[src/sv/scsp_pkg.sv]
// ----------------------------------------------------------------------------
// scsp_pkg - shared types and constants
// Transfer structs, command codes and coil pattern lookup for the serial
// command stepper positioner.
// ----------------------------------------------------------------------------
package scsp_pkg;

   localparam logic [7:0] CHAR_STEPPER = 8'h41;
   localparam logic [7:0] CHAR_SERVO   = 8'h45;
   localparam logic [7:0] CHAR_ZERO    = 8'd48;
   localparam logic [7:0] CHAR_NINE    = 8'd57;
   localparam logic [9:0] SERVO_RESET  = 10'd145;
   localparam logic [1:0] DIGITS_LAST  = 2'd2;
   localparam logic [1:0] PHASE_LAST   = 2'd3;
   localparam logic       REQ_BYTE     = 1'b0;
   localparam logic       REQ_TICK     = 1'b1;

   typedef enum logic [1:0] {
      CMD_NONE    = 2'd0,
      CMD_STEPPER = 2'd1,
      CMD_SERVO   = 2'd2,
      CMD_DONE    = 2'd3
   } cmd_mode_type;

   typedef struct packed {
      logic       req_type;
      logic [7:0] rx_byte;
   } scsp_req_type;

   typedef struct packed {
      logic [4:0] coil_pattern;
      logic [7:0] step_position;
      logic [9:0] servo_pulse;
      logic       moving;
   } scsp_rsp_type;

   // parser results seen by the stepper and the output stage
   typedef struct packed {
      logic [7:0] stepper_goal;
      logic [9:0] servo_setting;
   } scsp_cmd_type;

   // stepper results for the output stage
   typedef struct packed {
      logic [4:0] coil;
      logic [7:0] position;
      logic       busy;
   } scsp_step_type;

   function automatic logic [4:0] coil_lookup(input logic down, input logic [1:0] idx);
      logic [4:0] pat;
      pat = 5'd0;
      if (down) begin
         case (idx)
            2'd0:    pat = 5'b01100;
            2'd1:    pat = 5'b01010;
            2'd2:    pat = 5'b10010;
            default: pat = 5'b10100;
         endcase
      end else begin
         case (idx)
            2'd0:    pat = 5'b01100;
            2'd1:    pat = 5'b10100;
            2'd2:    pat = 5'b10010;
            default: pat = 5'b01010;
         endcase
      end
      return pat;
   endfunction

endpackage

[src/sv/scsp_cmd_parser.sv]
// ----------------------------------------------------------------------------
// scsp_cmd_parser - serial command decoder
// Collects a command letter and three decimal digits into the stepper goal
// or the servo setting.
// ----------------------------------------------------------------------------
module scsp_cmd_parser
   import scsp_pkg::*;
(
   input  logic         clock,
   input  logic         reset,
   input  logic         byte_en,
   input  logic [7:0]   rx_byte,
   output scsp_cmd_type cmd_cur,
   output scsp_cmd_type cmd_next
);

   cmd_mode_type mode_ff, mode_in;
   logic [1:0]   count_ff, count_in;
   logic [9:0]   value_ff, value_in;
   logic [7:0]   goal_ff, goal_in;
   logic [9:0]   servo_ff, servo_in;

   logic         is_digit;
   logic [12:0]  value_x10;
   logic [9:0]   value_acc;

   assign is_digit  = (rx_byte >= CHAR_ZERO) && (rx_byte <= CHAR_NINE);
   assign value_x10 = {value_ff, 3'b000} + {2'b00, value_ff, 1'b0};
   assign value_acc = value_x10[9:0] + {6'd0, rx_byte[3:0]};

   always_comb begin
      mode_in  = mode_ff;
      count_in = count_ff;
      value_in = value_ff;
      goal_in  = goal_ff;
      servo_in = servo_ff;
      if (byte_en) begin
         if (rx_byte == CHAR_STEPPER || rx_byte == CHAR_SERVO) begin
            mode_in  = (rx_byte == CHAR_STEPPER) ? CMD_STEPPER : CMD_SERVO;
            count_in = 2'd0;
            value_in = 10'd0;
         end else if (is_digit) begin
            unique case (mode_ff)
               CMD_STEPPER, CMD_SERVO: begin
                  if (count_ff == DIGITS_LAST) begin
                     if (mode_ff == CMD_STEPPER) begin
                        goal_in = value_acc[9:2];
                     end else begin
                        servo_in = value_acc;
                     end
                     mode_in  = CMD_DONE;
                     count_in = 2'd0;
                     value_in = 10'd0;
                  end else begin
                     count_in = count_ff + 2'd1;
                     value_in = value_acc;
                  end
               end
               default: begin
               end
            endcase
         end
      end
   end

   always_ff @(posedge clock) begin
      if (reset) begin
         mode_ff  <= CMD_NONE;
         count_ff <= 2'd0;
         value_ff <= 10'd0;
         goal_ff  <= 8'd0;
         servo_ff <= SERVO_RESET;
      end else begin
         mode_ff  <= mode_in;
         count_ff <= count_in;
         value_ff <= value_in;
         goal_ff  <= goal_in;
         servo_ff <= servo_in;
      end
   end

   assign cmd_cur.stepper_goal   = goal_ff;
   assign cmd_cur.servo_setting  = servo_ff;
   assign cmd_next.stepper_goal  = goal_in;
   assign cmd_next.servo_setting = servo_in;

endmodule

[src/sv/scsp_stepper.sv]
// ----------------------------------------------------------------------------
// scsp_stepper - stepper move sequencer
// Starts moves toward the goal, walks the four coil phases per step and
// tracks the position.
// ----------------------------------------------------------------------------
module scsp_stepper
   import scsp_pkg::*;
(
   input  logic          clock,
   input  logic          reset,
   input  logic          tick_en,
   input  logic          byte_en,
   input  logic [7:0]    stepper_goal,
   output scsp_step_type step_next
);

   logic [7:0] pos_ff, pos_in;
   logic [7:0] target_ff, target_in;
   logic [1:0] phase_ff, phase_in;
   logic       busy_ff, busy_in;
   logic       down_ff, down_in;
   logic [4:0] coil;

   logic [7:0] tgt_use;
   logic       down_use;
   logic [1:0] phase_use;
   logic [7:0] pos_step;

   assign tgt_use   = busy_ff ? target_ff : stepper_goal;
   assign down_use  = busy_ff ? down_ff : (stepper_goal < pos_ff);
   assign phase_use = busy_ff ? phase_ff : 2'd0;
   assign pos_step  = down_use ? (pos_ff - 8'd1) : (pos_ff + 8'd1);

   always_comb begin
      pos_in    = pos_ff;
      target_in = target_ff;
      phase_in  = phase_ff;
      busy_in   = busy_ff;
      down_in   = down_ff;
      coil      = 5'd0;
      if (tick_en) begin
         if (busy_ff || (stepper_goal != pos_ff)) begin
            target_in = tgt_use;
            down_in   = down_use;
            coil      = coil_lookup(down_use, phase_use);
            phase_in  = phase_use + 2'd1;
            busy_in   = 1'b1;
            if (phase_use == PHASE_LAST) begin
               pos_in  = pos_step;
               busy_in = (pos_step != tgt_use);
            end
         end
      end else if (byte_en && busy_ff) begin
         coil = coil_lookup(down_ff, phase_ff - 2'd1);
      end
   end

   always_ff @(posedge clock) begin
      if (reset) begin
         pos_ff    <= 8'd0;
         target_ff <= 8'd0;
         phase_ff  <= 2'd0;
         busy_ff   <= 1'b0;
         down_ff   <= 1'b0;
      end else begin
         pos_ff    <= pos_in;
         target_ff <= target_in;
         phase_ff  <= phase_in;
         busy_ff   <= busy_in;
         down_ff   <= down_in;
      end
   end

   assign step_next.coil     = coil;
   assign step_next.position = pos_in;
   assign step_next.busy     = busy_in;

endmodule

[src/sv/serial_command_stepper_positioner.sv]
// ----------------------------------------------------------------------------
// serial_command_stepper_positioner - serial commanded stepper and servo
// response: registered, valid in the cycle after the request transfer
// throughput: one item per cycle while responses are taken, none while one stalls
// the response register frees when rsp_ready is high, so req_ready follows it
// reset: no command open, goal and position 0, motor idle, servo setting 145
// ----------------------------------------------------------------------------
module serial_command_stepper_positioner
   import scsp_pkg::*;
(
   input  logic         clock,
   input  logic         reset,
   input  logic         req_valid,
   output logic         req_ready,
   input  scsp_req_type req_data,
   output logic         rsp_valid,
   input  logic         rsp_ready,
   output scsp_rsp_type rsp_data
);

   logic          rsp_valid_ff, rsp_valid_in;
   scsp_rsp_type  rsp_data_ff, rsp_data_in;
   logic          req_fire;
   logic          byte_en;
   logic          tick_en;
   scsp_cmd_type  cmd_cur;
   scsp_cmd_type  cmd_next;
   scsp_step_type step_next;

   assign req_ready = !rsp_valid_ff || rsp_ready;
   assign req_fire  = req_valid && req_ready;
   assign byte_en   = req_fire && (req_data.req_type == REQ_BYTE);
   assign tick_en   = req_fire && (req_data.req_type == REQ_TICK);

   scsp_cmd_parser u_parser (
      .clock    (clock),
      .reset    (reset),
      .byte_en  (byte_en),
      .rx_byte  (req_data.rx_byte),
      .cmd_cur  (cmd_cur),
      .cmd_next (cmd_next)
   );

   scsp_stepper u_stepper (
      .clock        (clock),
      .reset        (reset),
      .tick_en      (tick_en),
      .byte_en      (byte_en),
      .stepper_goal (cmd_cur.stepper_goal),
      .step_next    (step_next)
   );

   always_comb begin
      rsp_valid_in = rsp_valid_ff && !rsp_ready;
      rsp_data_in  = rsp_data_ff;
      if (req_fire) begin
         rsp_valid_in              = 1'b1;
         rsp_data_in.coil_pattern  = step_next.coil;
         rsp_data_in.step_position = step_next.position;
         rsp_data_in.servo_pulse   = cmd_next.servo_setting;
         rsp_data_in.moving        = step_next.busy;
      end
   end

   always_ff @(posedge clock) begin
      if (reset) begin
         rsp_valid_ff <= 1'b0;
      end else begin
         rsp_valid_ff <= rsp_valid_in;
      end
      rsp_data_ff <= rsp_data_in;
   end

   assign rsp_valid = rsp_valid_ff;
   assign rsp_data  = rsp_data_ff;

   // no new request while the response register is full and stalled
   a_no_overrun: assert property (@(posedge clock) disable iff (reset)
      (rsp_valid_ff && !rsp_ready) |-> !req_ready)
      else $error("request taken while response stalled");

   // an active move always drives a coil pattern
   a_moving_coil: assert property (@(posedge clock) disable iff (reset)
      (rsp_valid_ff && rsp_data_ff.moving) |-> (rsp_data_ff.coil_pattern != 5'd0))
      else $error("moving with coils off");

   // position stays within the reachable goal range
   a_pos_range: assert property (@(posedge clock) disable iff (reset)
      rsp_valid_ff |-> (rsp_data_ff.step_position <= 8'd249))
      else $error("step position out of range");

   // servo setting never exceeds three digits
   a_servo_range: assert property (@(posedge clock) disable iff (reset)
      rsp_valid_ff |-> (rsp_data_ff.servo_pulse <= 10'd999))
      else $error("servo setting out of range");

endmodule

[config.mk]
export PLATFORM = sky130hd
export DESIGN_NAME = serial_command_stepper_positioner
export DESIGN_NICKNAME = d
export VERILOG_FILES = /design/src/sv/scsp_pkg.sv /design/src/sv/scsp_cmd_parser.sv /design/src/sv/scsp_stepper.sv /design/src/sv/serial_command_stepper_positioner.sv
export SDC_FILE = /design/constraint.sdc
export NUM_CORES = 1
export LEC_CHECK = 0
export ABC_AREA = 1
export BUFFER_PORTS_ARGS = -buffer_cell sky130_fd_sc_hd__clkbuf_2
export CAP_MARGIN = 30
export CORE_MARGIN = 3
export CORE_UTILIZATION = 35
export CTS_CLUSTER_SIZE = 10
export DETAILED_ROUTE_END_ITERATION = 12
export SLEW_MARGIN = 20
export SYNTH_ARGS = -nofsm -noshare
export SYNTH_HDL_FRONTEND = slang
export SYNTH_SLANG_ARGS = --single-unit
[constraint.sdc]
create_clock -name clock -period 8.1 [get_ports clock]
set_clock_uncertainty 0.1 [all_clocks]
set_input_delay 0.81 -clock clock [delete_from_list [all_inputs] [get_ports clock]]
set_output_delay 0.81 -clock clock [all_outputs]
set_load 0.01 [all_outputs]
==> run summary, run 1 <==
Kind of end point of the critical path: flop
Total routing usage reported by global routing: 15.4%
Most common library cell in the layout ignoring fill and taps: sky130_fd_sc_hd__nand2_1
Adder-Cell Fraction of Synth Area: 10.7%
# placed instances: 706
Library cell with the largest summed area after synthesis: sky130_fd_sc_hd__dfxtp_1
Total net switching power: 0.000186 W
Clock latency at the later pin of the worst-skew pair: 340 ps
Share of layout cells above drive strength 1: 12.6%
Fraction of the mapped netlist area in simple logic gates: 22.6%
Data arrival time of the worst path: 3510 ps
Cell class contributing the biggest share of worst-path delay: simple AND/OR/NAND/NOR gates
Total vias in the final route: 3,541
Port bufs: 37
Die area: 13,300 sq um
Post-CTS Hold Buffers: 0
CP max stage cell: sky130_fd_sc_hd__dfxtp_1
Run status: finished, final reports clean
Worst hold path class: flop to flop
Post-Synthesis Mean Instance Area: 7.78 sq um
Share of the synthesized area in compound gates (AO/OA/AOI/OAI): 13.8%
Top achievable clock speed: 0.283 GHz
Combinational cell fraction of total power: 3.6%
Internal power: 0.000673 W
Post-Layout Cell Count: 722
Portion of synthesized cell area occupied by the leading cell type: 24.8%
Crit-path most repeated cell: sky130_fd_sc_hd__nand2_1
Global-route wire length before repair: 16,100 um
Top area cells in the synthesized netlist: sky130_fd_sc_hd__dfxtp_1, sky130_fd_sc_hd__edfxtp_1, sky130_fd_sc_hd__nand2_1
Number of buffers between clock root and the deepest sink: 2
Number of standard-cell rows in the floorplan: 39
IO Pins: 39
Post-DP HPWL: 7090 um
Antenna Diode Count: 0
Area of the mapped netlist: 4200 sq um
Starting Density: 36.3%
Share of total power in the clock network: 50.7%
Max-slew headroom: 41.6%
Number of failing setup endpoints in the final timing report: 0
WL per Instance: 13.4 um
Net switching share of the total power: 21.7%
Sequential share of power: 45.7%
Sum of negative setup slack: 0 ps
Post-synthesis cell count: 540
Crit-path max FO: 29
Measured slew at the worst slew-check pin: 875 ps
Clock net sink count: 75
Distinct cell type count of the synthesized netlist: 40
Post-detailed-routing wire length: 9640 um
Synthesized netlist net count: 587
Pwr dens: 178 nW/um^2
Number of detailed-route iterations in the first pass: 4
Fill cells: 1,148
Avg Vias per Cell: 4.90
H-Tree Depth: 3
Register area share after synthesis: 41.2%
RSZ-0062 raised after global routing: false
Grt ovf: 0
Crit path kind: flop to flop
Min cycle time layout: 3530 ps
Post-CTS repair timing setup buffer count: 0
Warning count from the yosys run: 0
TritonCTS clock tree: yes
Clock-pin slew on the worst setup and hold paths: 60 ps
Leading cell types in the layout, fill and taps excluded: sky130_fd_sc_hd__nand2_1, sky130_fd_sc_hd__inv_1, sky130_fd_sc_hd__dfxtp_1
Count of final hold-check violations: 0
Chain of cells forming the critical path: nor2_1 > nand2_1 > nor2_1 > nand2_1 > nand2_1 > ha_1 > nand2_1 > nand2_1 > inv_1 > nand2_1 > nand2_1 > nand3_1 > inv_1 > nand3_1 > nand2_1 > o21ai_0 > inv_1
Standard cell core area: 11,600 sq um
Combinational family with the most area after synthesis: simple AND/OR/NAND/NOR gates
Kind of start point of the critical path: flop
Weighted congestion at the end of routability-driven global placement: 0.948
Resize count post-CTS: 0
Leakage power summed over all cells: 2.28 nW
Final ANT Viol Nets: 0
Vertical die dimension: 116 um
Syn-to-layout area delta: 15.0%
Count of buffering cells on the critical path with inverters included: 3
#FFs+latches synth: 75
Xor/xnor cell area share of the yosys netlist: 2.09%
# nets final: 621
Antenna violations before repair: 0
Post-route DRC violation count: 0
Number of DRC violations after detailed-routing iteration 0: 86
Number of max-slew violations in the final report: 0
Pin count of the biggest net entering global routing: 30
Number of global-route vias before repair: 3,448
Slowest stage delay, CP: 890 ps
Max-capacitance violation count: 0
Cell at the root of the clock tree: sky130_fd_sc_hd__clkbuf_16
IR drop worst, VDD: 94.6 uV
Chip width: 116 um
Data required, critical path: 8080 ps
Number of clock buffers inserted by TritonCTS: 9
Post-synthesis mux area share: 0%
Power consumption: 0.000859 W
Tcrit/Tclk final: 43.6%
==> through the flow <==
stage	hold slack [ps]	area [sq um]	util [%]	worst slack, ps
CTS	357	4830	41.8	4620
global route	389	4830	41.8	4230
finish	355	4830	41.8	4570
detailed placement	348	4510	39.0	4640
global placement	343	4490	38.8	4790
floorplan	329	4200	-	5110
==> worst register-to-register path, stage by stage, from the launching register on <==
cell and delay [ps]:
sky130_fd_sc_hd__dfxtp_1 890, sky130_fd_sc_hd__nor2_1 110, sky130_fd_sc_hd__nand2_1 80, sky130_fd_sc_hd__nor2_1 40, sky130_fd_sc_hd__nand2_1 100, sky130_fd_sc_hd__nand2_1 310, sky130_fd_sc_hd__ha_1 560, sky130_fd_sc_hd__nand2_1 90
sky130_fd_sc_hd__nand2_1 90, sky130_fd_sc_hd__inv_1 60, sky130_fd_sc_hd__nand2_1 70, sky130_fd_sc_hd__nand2_1 70, sky130_fd_sc_hd__nand3_1 140, sky130_fd_sc_hd__inv_1 60, sky130_fd_sc_hd__nand3_1 100, sky130_fd_sc_hd__nand2_1 70
sky130_fd_sc_hd__o21ai_0 270, sky130_fd_sc_hd__inv_1 70
==> registers in the layout, summed over array words and instances (netlist names) <==
register             count
rsp_data                23
u_parser.servo_ff       10
u_parser.value_ff        9
u_parser.goal_ff         8
u_stepper.pos_ff         8
u_stepper.target_ff      8
u_parser.count_ff        2
u_parser.mode_ff         2
u_stepper.phase_ff       2
rsp_valid                1
u_stepper.busy_ff        1
u_stepper.down_ff        1
==> routing by layer <==
layer,up-vias,track usage [%],routed length [um]
met1,1626,18.3,4400
met3,20,4.13,339
met5,-,0,0
met4,0,5.71,214
li1,1825,-,-
met2,70,26.6,4690
==> synth_stat cells <==
cell type                  count
sky130_fd_sc_hd__nor2_1       35
sky130_fd_sc_hd__a211oi_1      7
sky130_fd_sc_hd__buf_6         1
sky130_fd_sc_hd__nand3_1      26
sky130_fd_sc_hd__and2_1        2
sky130_fd_sc_hd__o21a_1        2
sky130_fd_sc_hd__nor3_1        3
sky130_fd_sc_hd__nor2_2        1
sky130_fd_sc_hd__nor4_1        1
sky130_fd_sc_hd__o21ai_0      41
sky130_fd_sc_hd__dfxtp_1      52
sky130_fd_sc_hd__nor2_4        1
sky130_fd_sc_hd__or2_0         1
sky130_fd_sc_hd__o21bai_1      1
sky130_fd_sc_hd__nor3_2        1
sky130_fd_sc_hd__buf_2         3
sky130_fd_sc_hd__clkbuf_1     10
sky130_fd_sc_hd__a32o_1        2
sky130_fd_sc_hd__fa_1          3
sky130_fd_sc_hd__conb_1        1
sky130_fd_sc_hd__xor2_1        6
sky130_fd_sc_hd__nor2_8        1
sky130_fd_sc_hd__o22ai_1       2
sky130_fd_sc_hd__nand4_1       8
sky130_fd_sc_hd__nand2_1     117
sky130_fd_sc_hd__ha_1         31
sky130_fd_sc_hd__edfxtp_1     23
sky130_fd_sc_hd__nand2_2       1
sky130_fd_sc_hd__nand3b_1      2
sky130_fd_sc_hd__o211ai_1      2
sky130_fd_sc_hd__o21ai_1       4
sky130_fd_sc_hd__a31oi_1       1
sky130_fd_sc_hd__buf_4         1
sky130_fd_sc_hd__inv_1        84
sky130_fd_sc_hd__nor4_4        1
sky130_fd_sc_hd__xnor2_1       4
sky130_fd_sc_hd__inv_2         4
sky130_fd_sc_hd__a21oi_1      45
sky130_fd_sc_hd__or2_2         7
sky130_fd_sc_hd__nand2_4       2
==> power by group through the flow <==
| stage | Clock, W | Sequential (W) | Combinational (W) |
|---|---|---|---|
| 2_1_floorplan | 0 | 0.000404 | 0.0000137 |
| 3_3_place_gp | 0 | 0.000401 | 0.0000298 |
| 3_5_place_dp | 0 | 0.000401 | 0.0000312 |
| 4_1_cts | 0.000447 | 0.000393 | 0.0000314 |
| 5_1_grt | 0.000465 | 0.000393 | 0.0000342 |
| 6_report | 0.000436 | 0.000393 | 0.0000307 |
==> final cells by class <==
type | count | area [sq um] | area share, %
Clock buffer | 9 | 225 | 4.66
Sequential cell | 75 | 1730 | 35.8
Inverter | 88 | 330 | 6.84
Tap cell | 143 | 179 | 3.70
Clock inverter | 7 | 98.8 | 2.05
Timing Repair Buffer | 38 | 200 | 4.14
Multi-Input combinational cell | 362 | 2070 | 42.8
==> logic make-up (layout without fill, tap and decap cells) <==
logic type / count (synthesis) / in the layout
adder cells (fa/ha/maj): 34 / 34
flip-flops: 75 / 75
other: 1 / 1
buffers and inverters: 103 / 142
AND/OR/NAND/NOR: 210 / 210
XOR/XNOR: 10 / 10
AO/OA/AOI/OAI: 107 / 107
==> worst paths after layout <==
kind	start	endpoint	slack (ps)	cells past startpoint
max	u_stepper.busy_ff	rsp_data[18]	4570	17
min	u_stepper.target_ff[3]	u_stepper.target_ff[3]	350	2
max reg2reg	u_stepper.busy_ff	rsp_data[18]	4570	17
min reg2reg	u_stepper.target_ff[3]	u_stepper.target_ff[3]	350	2
Note: power is estimated with default switching activity, not from simulation.
==> run 2, diff against run 1 <==
--- a/config.mk
+++ b/config.mk
@@ -5,7 +5,7 @@
 export SDC_FILE = /design/constraint.sdc
 export NUM_CORES = 1
 export LEC_CHECK = 0
-export ABC_AREA = 1
+export ABC_AREA = 0
 export BUFFER_PORTS_ARGS = -buffer_cell sky130_fd_sc_hd__clkbuf_2
 export CAP_MARGIN = 30
 export CORE_MARGIN = 3
==> constraint.sdc (replaced) <==
create_clock -name clock -period 3.3 [get_ports clock]
set_clock_uncertainty 0.1 [all_clocks]
set_input_delay 0.33 -clock clock [delete_from_list [all_inputs] [get_ports clock]]
set_output_delay 0.33 -clock clock [all_outputs]
set_load 0.01 [all_outputs]
==> run summary, run 2 <==
Run status: finished, final reports clean (unchanged)
Antenna violations before repair: 0 (unchanged)
Area of the mapped netlist: 3960 sq um (was 4200 sq um)
Tcrit/Tclk final: 99.1% (was 43.6%)
Share of layout cells above drive strength 1: 32.8% (was 12.6%)
Fill cells: 1,015 (was 1,148)
Leakage power summed over all cells: 2.13 nW (was 2.28 nW)
Avg Vias per Cell: 5.00 (was 4.90)
Measured slew at the worst slew-check pin: 825 ps (was 875 ps)
Number of detailed-route iterations in the first pass: 4 (unchanged)
Data required, critical path: 3430 ps (was 8080 ps)
Count of flip-flops with a built-in enable after synthesis: 23 (unchanged)
Crit-path max FO: 4 (was 29)
IR drop worst, VDD: 238 uV (was 94.6 uV)
Leading cell types in the layout, fill and taps excluded: sky130_fd_sc_hd__dfxtp_1, sky130_fd_sc_hd__nor2_1, sky130_fd_sc_hd__clkbuf_2 (was sky130_fd_sc_hd__nand2_1, sky130_fd_sc_hd__inv_1, sky130_fd_sc_hd__dfxtp_1)
Standard cell core area: 10,900 sq um (was 11,600 sq um)
Number of failing setup endpoints in the final timing report: 0 (unchanged)
Worst hold path cell count: 3 (was 2)
Distinct cell type count of the synthesized netlist: 56 (was 40)
Final standard cell utilization of the core: 45.9% (was 41.8%)
Syn-to-layout area delta: 26.8% (was 15.0%)
Most instantiated flip-flop cell in the synthesis netlist: sky130_fd_sc_hd__dfxtp_1 (unchanged)
Data arrival time of the worst path: 3400 ps (was 3510 ps)
Flip-flop count of the largest register after layout: 23 (unchanged)
CP max stage cell: sky130_fd_sc_hd__dfxtp_2 (was sky130_fd_sc_hd__dfxtp_1)
Kind of start point of the critical path: flop (unchanged)
Number of cells on the worst reg-to-reg path: 16 (was 17)
Total vias in the final route: 2,957 (was 3,541)
Number of standard-cell rows in the floorplan: 38 (was 39)
Final ANT Viol Nets: 0 (unchanged)
Smallest hold slack: 148 ps (was 355 ps)
Crit path kind: flop to flop (unchanged)
# placed instances: 560 (was 706)
Instance count on the critical path: 16 (was 17)
Met3 Routed Length: 347 um (was 339 um)
Register area share after synthesis: 43.7% (was 41.2%)
Clock latency at the later pin of the worst-skew pair: 330 ps (was 340 ps)
Count of buffering cells on the critical path with inverters included: 3 (unchanged)
TritonCTS clock tree: yes (unchanged)
Post-synthesis cell count: 377 (was 540)
Chain of cells forming the critical path: inv_2 > ha_4 > nor2b_4 > o21ai_4 > a21boi_4 > o41ai_4 > buf_4 > ha_4 > nor2b_4 > o311a_1 > o21a_1 > nor2_2 > buf_4 > xnor2_2 > mux2_4 > and2_4 (was nor2_1 > nand2_1 > nor2_1 > nand2_1 > nand2_1 > ha_1 > nand2_1 > nand2_1 > inv_1 > nand2_1 > nand2_1 > nand3_1 > inv_1 > nand3_1 > nand2_1 > o21ai_0 > inv_1)
Topmost layer with routed signal wires: met4 (unchanged)
Worst hold path class: input pin to flop (was flop to flop)
WL per Instance: 14.8 um (was 13.4 um)
RSZ-0062 raised after global routing: true (was false)
Post-DP HPWL: 6190 um (was 7090 um)
Synthesized netlist net count: 424 (was 587)
Number of DRC violations after detailed-routing iteration 0: 101 (was 86)
Post-Synthesis Mean Instance Area: 10.5 sq um (was 7.78 sq um)
Share of flip-flops with an asynchronous set or reset: 0% (unchanged)
Max-capacitance violation count: 0 (unchanged)
Number of max-slew violations in the final report: 0 (unchanged)
Min cycle time layout: 3270 ps (was 3530 ps)
Clock net sink count: 75 (unchanged)
Total routing usage reported by global routing: 14.5% (was 15.4%)
Slowest stage delay, CP: 330 ps (was 890 ps)
Power consumption: 0.00197 W (was 0.000859 W)
Top area cells in the synthesized netlist: sky130_fd_sc_hd__dfxtp_1, sky130_fd_sc_hd__edfxtp_1, sky130_fd_sc_hd__ha_1 (was sky130_fd_sc_hd__dfxtp_1, sky130_fd_sc_hd__edfxtp_1, sky130_fd_sc_hd__nand2_1)
Die area: 12,600 sq um (was 13,300 sq um)
Starting Density: 36.2% (was 36.3%)
Chip width: 112 um (was 116 um)
Clock-pin slew on the worst setup and hold paths: 60 ps (about the same)
Number of clock buffers inserted by TritonCTS: 9 (unchanged)
Vertical die dimension: 112 um (was 116 um)
Post-CTS Hold Buffers: 0 (unchanged)
DR WL met2: 4380 um (was 4690 um)
Warning count from the yosys run: 0 (unchanged)
Max-slew headroom: 44.9% (was 41.6%)
Post-detailed-routing wire length: 8760 um (was 9640 um)
#FFs+latches synth: 75 (unchanged)
Global-route wire length before repair: 14,600 um (was 16,100 um)
Portion of synthesized cell area occupied by the leading cell type: 26.3% (was 24.8%)
Metal1 wirelength: 3930 um (was 4400 um)
Number of buffers between clock root and the deepest sink: 2 (unchanged)
Count of final hold-check violations: 0 (unchanged)
Most common library cell in the layout ignoring fill and taps: sky130_fd_sc_hd__dfxtp_1 (was sky130_fd_sc_hd__nand2_1)
Top achievable clock speed: 0.306 GHz (was 0.283 GHz)
Library cell with the largest summed area after synthesis: sky130_fd_sc_hd__dfxtp_1 (unchanged)
Number of global-route vias before repair: 2,992 (was 3,448)
Post-Layout Cell Count: 591 (was 722)
Cell class contributing the biggest share of worst-path delay: compound AO/OA/AOI/OAI gates (was simple AND/OR/NAND/NOR gates)
Ranking of synthesized cells by instance count: sky130_fd_sc_hd__dfxtp_1, sky130_fd_sc_hd__nor2_1, sky130_fd_sc_hd__ha_1 (was sky130_fd_sc_hd__nand2_1, sky130_fd_sc_hd__inv_1, sky130_fd_sc_hd__dfxtp_1)
Post-route DRC violation count: 0 (unchanged)
Weighted congestion at the end of routability-driven global placement: 0.777 (was 0.948)
Port bufs: 37 (unchanged)
Pin count of the biggest net entering global routing: 37 (was 30)
# nets final: 493 (was 621)
Most repeated cell in the gate-level netlist after synthesis: sky130_fd_sc_hd__dfxtp_1 (was sky130_fd_sc_hd__nand2_1)
Antenna Diode Count: 0 (unchanged)
Cell at the root of the clock tree: sky130_fd_sc_hd__clkbuf_16 (unchanged)
Kind of end point of the critical path: flop (unchanged)
IO Pins: 39 (unchanged)
H-Tree Depth: 3 (unchanged)
Pwr dens: 393 nW/um^2 (was 178 nW/um^2)
Grt ovf: 0 (unchanged)
run 2: changes by cell type after synthesis, moves of 6 or more:
cell	previous run	this run
sky130_fd_sc_hd__o21ai_0	41	13
sky130_fd_sc_hd__and2_1	2	15
sky130_fd_sc_hd__a22oi_1	0	9
sky130_fd_sc_hd__mux2i_1	0	22
sky130_fd_sc_hd__mux2_2	0	10
sky130_fd_sc_hd__xnor2_1	4	13
sky130_fd_sc_hd__a21oi_1	45	12
sky130_fd_sc_hd__inv_1	84	20
sky130_fd_sc_hd__or2_2	7	1
sky130_fd_sc_hd__nand3_1	26	7
sky130_fd_sc_hd__nand2_1	117	21
run 2: metal layers:
metal / up-vias / global-route usage, %
li1: 1475 / -
met1: 1413 / 18.2
met2: 59 / 24.2
met3: 10 / 3.72
met4: 0 / 5.05
met5: - / 0
run 2: kinds of logic (layout without fill, tap and decap cells):
kind of cell               after synthesis  after routing  share of synthesized area [%]
buffers and inverters                   34            108                           3.63
adders and majority gates               34             34                           11.3
and+or+nand+nor                        111            111                           14.7
muxes                                   33             33                           8.79
xor gates and xnor gates                25             25                           6.23
other                                    1              1                         0.0947
DFF                                     75             75                           43.7
AOI/OAI and AO/OA                       64             64                           11.5
run 2: worst register-to-register path, delay by kind of cell, from the launching register on:
kind / cells / cell delay, ps
DFF: 1 / 330
muxes: 1 / 280
buffers and inverters: 3 / 410
AOI/OAI and AO/OA: 5 / 1030
adders and majority gates: 2 / 430
xor gates and xnor gates: 1 / 50
and+or+nand+nor: 4 / 540
run 2: what timing repair did:
item,in CTS,in global routing
buffers inserted,10,5
gates resized for setup,19,19
endpoints found under the setup margin,3,6
cloned,0,0
pin swaps,13,18
run 2: power breakdown:
part           switching [W]  internal (W)  total [W]
Clock               0.000364      0.000578   0.000942
Combinational      0.0000468     0.0000213  0.0000681
Sequential        0.00000312      0.000961   0.000964
run 2: final timing paths:
| kind | to | slack, ps | startpoint |
|---|---|---|---|
| setup / recovery | u_stepper.pos_ff[6] | 30 | u_stepper.pos_ff[1] |
| hold reg to reg | u_parser.servo_ff[8] | 360 | u_parser.servo_ff[8] |
| setup reg to reg | u_stepper.pos_ff[6] | 30 | u_stepper.pos_ff[1] |
| hold / removal | rsp_valid | 150 | req_valid |
run 2: cell type report:
cell class / instances / area [sq um] / share of cell area (%)
Timing Repair Buffer: 72 / 448 / 8.92
Clock buffer: 10 / 229 / 4.56
Sequential cell: 75 / 1750 / 34.8
Tap cell: 140 / 175 / 3.49
Inverter: 20 / 75.1 / 1.50
Multi-Input combinational cell: 268 / 2290 / 45.6
Clock inverter: 6 / 56.3 / 1.12
run 2: metrics by stage:
| stage | instance area [sq um] | setup slack, ps | setup TNS, ps |
|---|---|---|---|
| finish | 5020 | 30.8 | 0 |
| global route | 5020 | -165 | -582 |
| CTS | 4910 | -114 | -238 |
| detailed placement | 4440 | -95.8 | -95.8 |
| global placement | 4440 | -36.2 | -36.2 |
| floorplan | 4000 | -50.1 | -50.1 |
==> run 3, diff against run 2 <==
--- a/config.mk
+++ b/config.mk
@@ -8,10 +8,13 @@
 export ABC_AREA = 0
 export BUFFER_PORTS_ARGS = -buffer_cell sky130_fd_sc_hd__clkbuf_2
 export CAP_MARGIN = 30
+export CELL_PAD_IN_SITES_DETAIL_PLACEMENT = 2
+export CELL_PAD_IN_SITES_GLOBAL_PLACEMENT = 2
 export CORE_MARGIN = 3
 export CORE_UTILIZATION = 35
 export CTS_CLUSTER_SIZE = 10
 export DETAILED_ROUTE_END_ITERATION = 12
+export PLACE_DENSITY_LB_ADDON = 0.1
 export SLEW_MARGIN = 20
 export SYNTH_ARGS = -nofsm -noshare
 export SYNTH_HDL_FRONTEND = slang
==> run summary, run 3 (synthesis results as in run 2) <==
Run status: finished, violations left (was finished, final reports clean)
Failing checks: setup timing
Avg Vias per Cell: 5.20 (was 5.00)
Top achievable clock speed: 0.301 GHz (was 0.306 GHz)
Cell class contributing the biggest share of worst-path delay: compound AO/OA/AOI/OAI gates (unchanged)
Fill cells: 1,146 (was 1,015)
Share of layout cells above drive strength 1: 34.7% (was 32.8%)
Syn-to-layout area delta: 29.8% (was 26.8%)
IR drop worst, VDD: 205 uV (was 238 uV)
Chip width: 112 um (unchanged)
Standard cell core area: 10,900 sq um (unchanged)
Data arrival time of the worst path: 3320 ps (was 3400 ps)
Data required, critical path: 3300 ps (was 3430 ps)
Final standard cell utilization of the core: 47.0% (was 45.9%)
Slowest stage delay, CP: 390 ps (was 330 ps)
Global-route wire length before repair: 18,100 um (was 14,600 um)
Number of global-route vias before repair: 3,418 (was 2,992)
Count of buffering cells on the critical path with inverters included: 4 (was 3)
Crit-path max FO: 3 (was 4)
Clock latency at the later pin of the worst-skew pair: 350 ps (was 330 ps)
H-Tree Depth: 3 (unchanged)
CP max stage cell: sky130_fd_sc_hd__fa_2 (was sky130_fd_sc_hd__dfxtp_2)
Instance count on the critical path: 16 (unchanged)
Leading cell types in the layout, fill and taps excluded: sky130_fd_sc_hd__dfxtp_1, sky130_fd_sc_hd__nor2_1, sky130_fd_sc_hd__clkbuf_2 (unchanged)
TritonCTS clock tree: yes (unchanged)
Final Cell Area: 5140 sq um (was 5020 sq um)
Clock-pin slew on the worst setup and hold paths: 70 ps (was 60 ps)
Die area: 12,600 sq um (unchanged)
Weighted congestion at the end of routability-driven global placement: 0.848 (was 0.777)
Antenna Diode Count: 0 (unchanged)
Vertical die dimension: 112 um (unchanged)
Post-detailed-routing wire length: 11,500 um (was 8760 um)
Area used by multi-input combinational logic: 2360 sq um (was 2290 sq um)
Measured slew at the worst slew-check pin: 850 ps (was 825 ps)
Number of clock buffers inserted by TritonCTS: 9 (unchanged)
Power consumption: 0.00206 W (was 0.00197 W)
Number of standard-cell rows in the floorplan: 38 (unchanged)
Post-detailed-placement cell area: 4490 sq um (was 4440 sq um)
Post-CTS Hold Buffers: 0 (unchanged)
Antenna violations before repair: 0 (unchanged)
# nets final: 494 (was 493)
Worst hold path class: input pin to flop (unchanged)
Port bufs: 37 (unchanged)
WL per Instance: 19.5 um (was 14.8 um)
Min cycle time layout: 3320 ps (was 3270 ps)
Storage element area: 1740 sq um (was 1750 sq um)
Number of max-slew violations in the final report: 0 (unchanged)
Leakage power summed over all cells: 2.18 nW (was 2.13 nW)
Count of final hold-check violations: 0 (unchanged)
Grt ovf: 0 (unchanged)
Max-capacitance violation count: 0 (unchanged)
Post-DP HPWL: 7810 um (was 6190 um)
Number of cells on the worst reg-to-reg path: 16 (unchanged)
RSZ-0062 raised after global routing: true (unchanged)
Total routing usage reported by global routing: 18.6% (was 14.5%)
Kind of end point of the critical path: flop (unchanged)
Worst hold path cell count: 3 (unchanged)
IO Pins: 39 (unchanged)
Total vias in the final route: 3,076 (was 2,957)
Final ANT Viol Nets: 0 (unchanged)
Pwr dens: 400 nW/um^2 (was 393 nW/um^2)
Most common library cell in the layout ignoring fill and taps: sky130_fd_sc_hd__dfxtp_1 (unchanged)
Flip-flop count of the largest register after layout: 23 (unchanged)
Starting Density: 36.2% (unchanged)
Kind of start point of the critical path: flop (unchanged)
Worst-case setup margin in the final layout: -24.7 ps (was 30.8 ps)
Number of detailed-route iterations in the first pass: 4 (unchanged)
Number of DRC violations after detailed-routing iteration 0: 94 (was 101)
Number of buffers between clock root and the deepest sink: 2 (unchanged)
Cell at the root of the clock tree: sky130_fd_sc_hd__clkbuf_16 (unchanged)
Pin count of the biggest net entering global routing: 37 (unchanged)
Max-slew headroom: 43.3% (was 44.9%)
Chain of cells forming the critical path: inv_2 > ha_4 > nor2b_4 > o21ai_4 > a21boi_4 > o41ai_4 > buf_6 > inv_4 > fa_2 > buf_6 > xnor2_4 > xor2_1 > nand4_1 > nor3_2 > nand4_1 > a22o_1 (was inv_2 > ha_4 > nor2b_4 > o21ai_4 > a21boi_4 > o41ai_4 > buf_4 > ha_4 > nor2b_4 > o311a_1 > o21a_1 > nor2_2 > buf_4 > xnor2_2 > mux2_4 > and2_4)
Clock net sink count: 75 (unchanged)
Post-route DRC violation count: 0 (unchanged)
Number of failing setup endpoints in the final timing report: 2 (was 0)
Crit path kind: flop to flop (unchanged)
Tcrit/Tclk final: 101% (was 99.1%)
-- run 3: cell count changes in the layout (fill, tap and decap cells not counted), sizes merged --
cell	delta
clkbuf	+2
buf	+1
inv	+1
bufinv	-1
clkinv	-1
clkinvlp	-1
-- run 3: through the flow --
| stage | TNS, ps | hold slack (ps) | instances | setup WS (ps) |
|---|---|---|---|---|
| 5_1_grt | -509 | 158 | 592 | -203 |
| 3_5_place_dp | -639 | 375 | 566 | -286 |
| 3_3_place_gp | -174 | 348 | 566 | -136 |
| 4_1_cts | -232 | 132 | 589 | -172 |
| 2_1_floorplan | -50.1 | 339 | 377 | -50.1 |
| 6_report | -47.1 | 145 | 592 | -24.7 |
-- run 3: timing repair --
action	CTS	global route
pin swaps	15	18
resized for setup	30	24
endpoints found under the setup margin	6	7
buffers inserted	7	3
-- run 3: worst min-delay path: cells and delay by family --
family	cells	cell delay, ps
buf+inv	2	150
compound gates	1	50
-- run 3: power by group --
part | switching (W) | internal, W | leakage [nW] | total [W]
Clock | 0.000417 | 0.000603 | 0.153 | 0.00102
Combinational | 0.0000495 | 0.0000214 | 1.38 | 0.0000710
Sequential | 0.00000373 | 0.000961 | 0.644 | 0.000964
-- run 3: final cells by class --
| type | count | area share (%) |
|---|---|---|
| Clock buffer | 12 | 5.43 |
| Clock inverter | 4 | 0.560 |
| Inverter | 20 | 1.51 |
| Multi-Input combinational cell | 268 | 45.9 |
| Sequential cell | 75 | 33.9 |
| Tap cell | 140 | 3.41 |
| Timing Repair Buffer | 73 | 9.25 |
-- run 3: final timing paths --
kind	from	end	slack (ps)
worst max-delay path	u_stepper.pos_ff[1]	rsp_data[0]	-20
worst min-delay path	req_valid	rsp_valid	150
worst max register to register	u_stepper.pos_ff[1]	rsp_data[0]	-20
worst min register to register	u_parser.servo_ff[8]	u_parser.servo_ff[8]	370
-- run 3: layer usage --
| layer | wire length (um) | global-route usage, % |
|---|---|---|
| met5 | 0 | 0 |
| met4 | 294 | 8.49 |
| met3 | 255 | 2.96 |
| met2 | 6030 | 33.3 |
| met1 | 4970 | 21.7 |
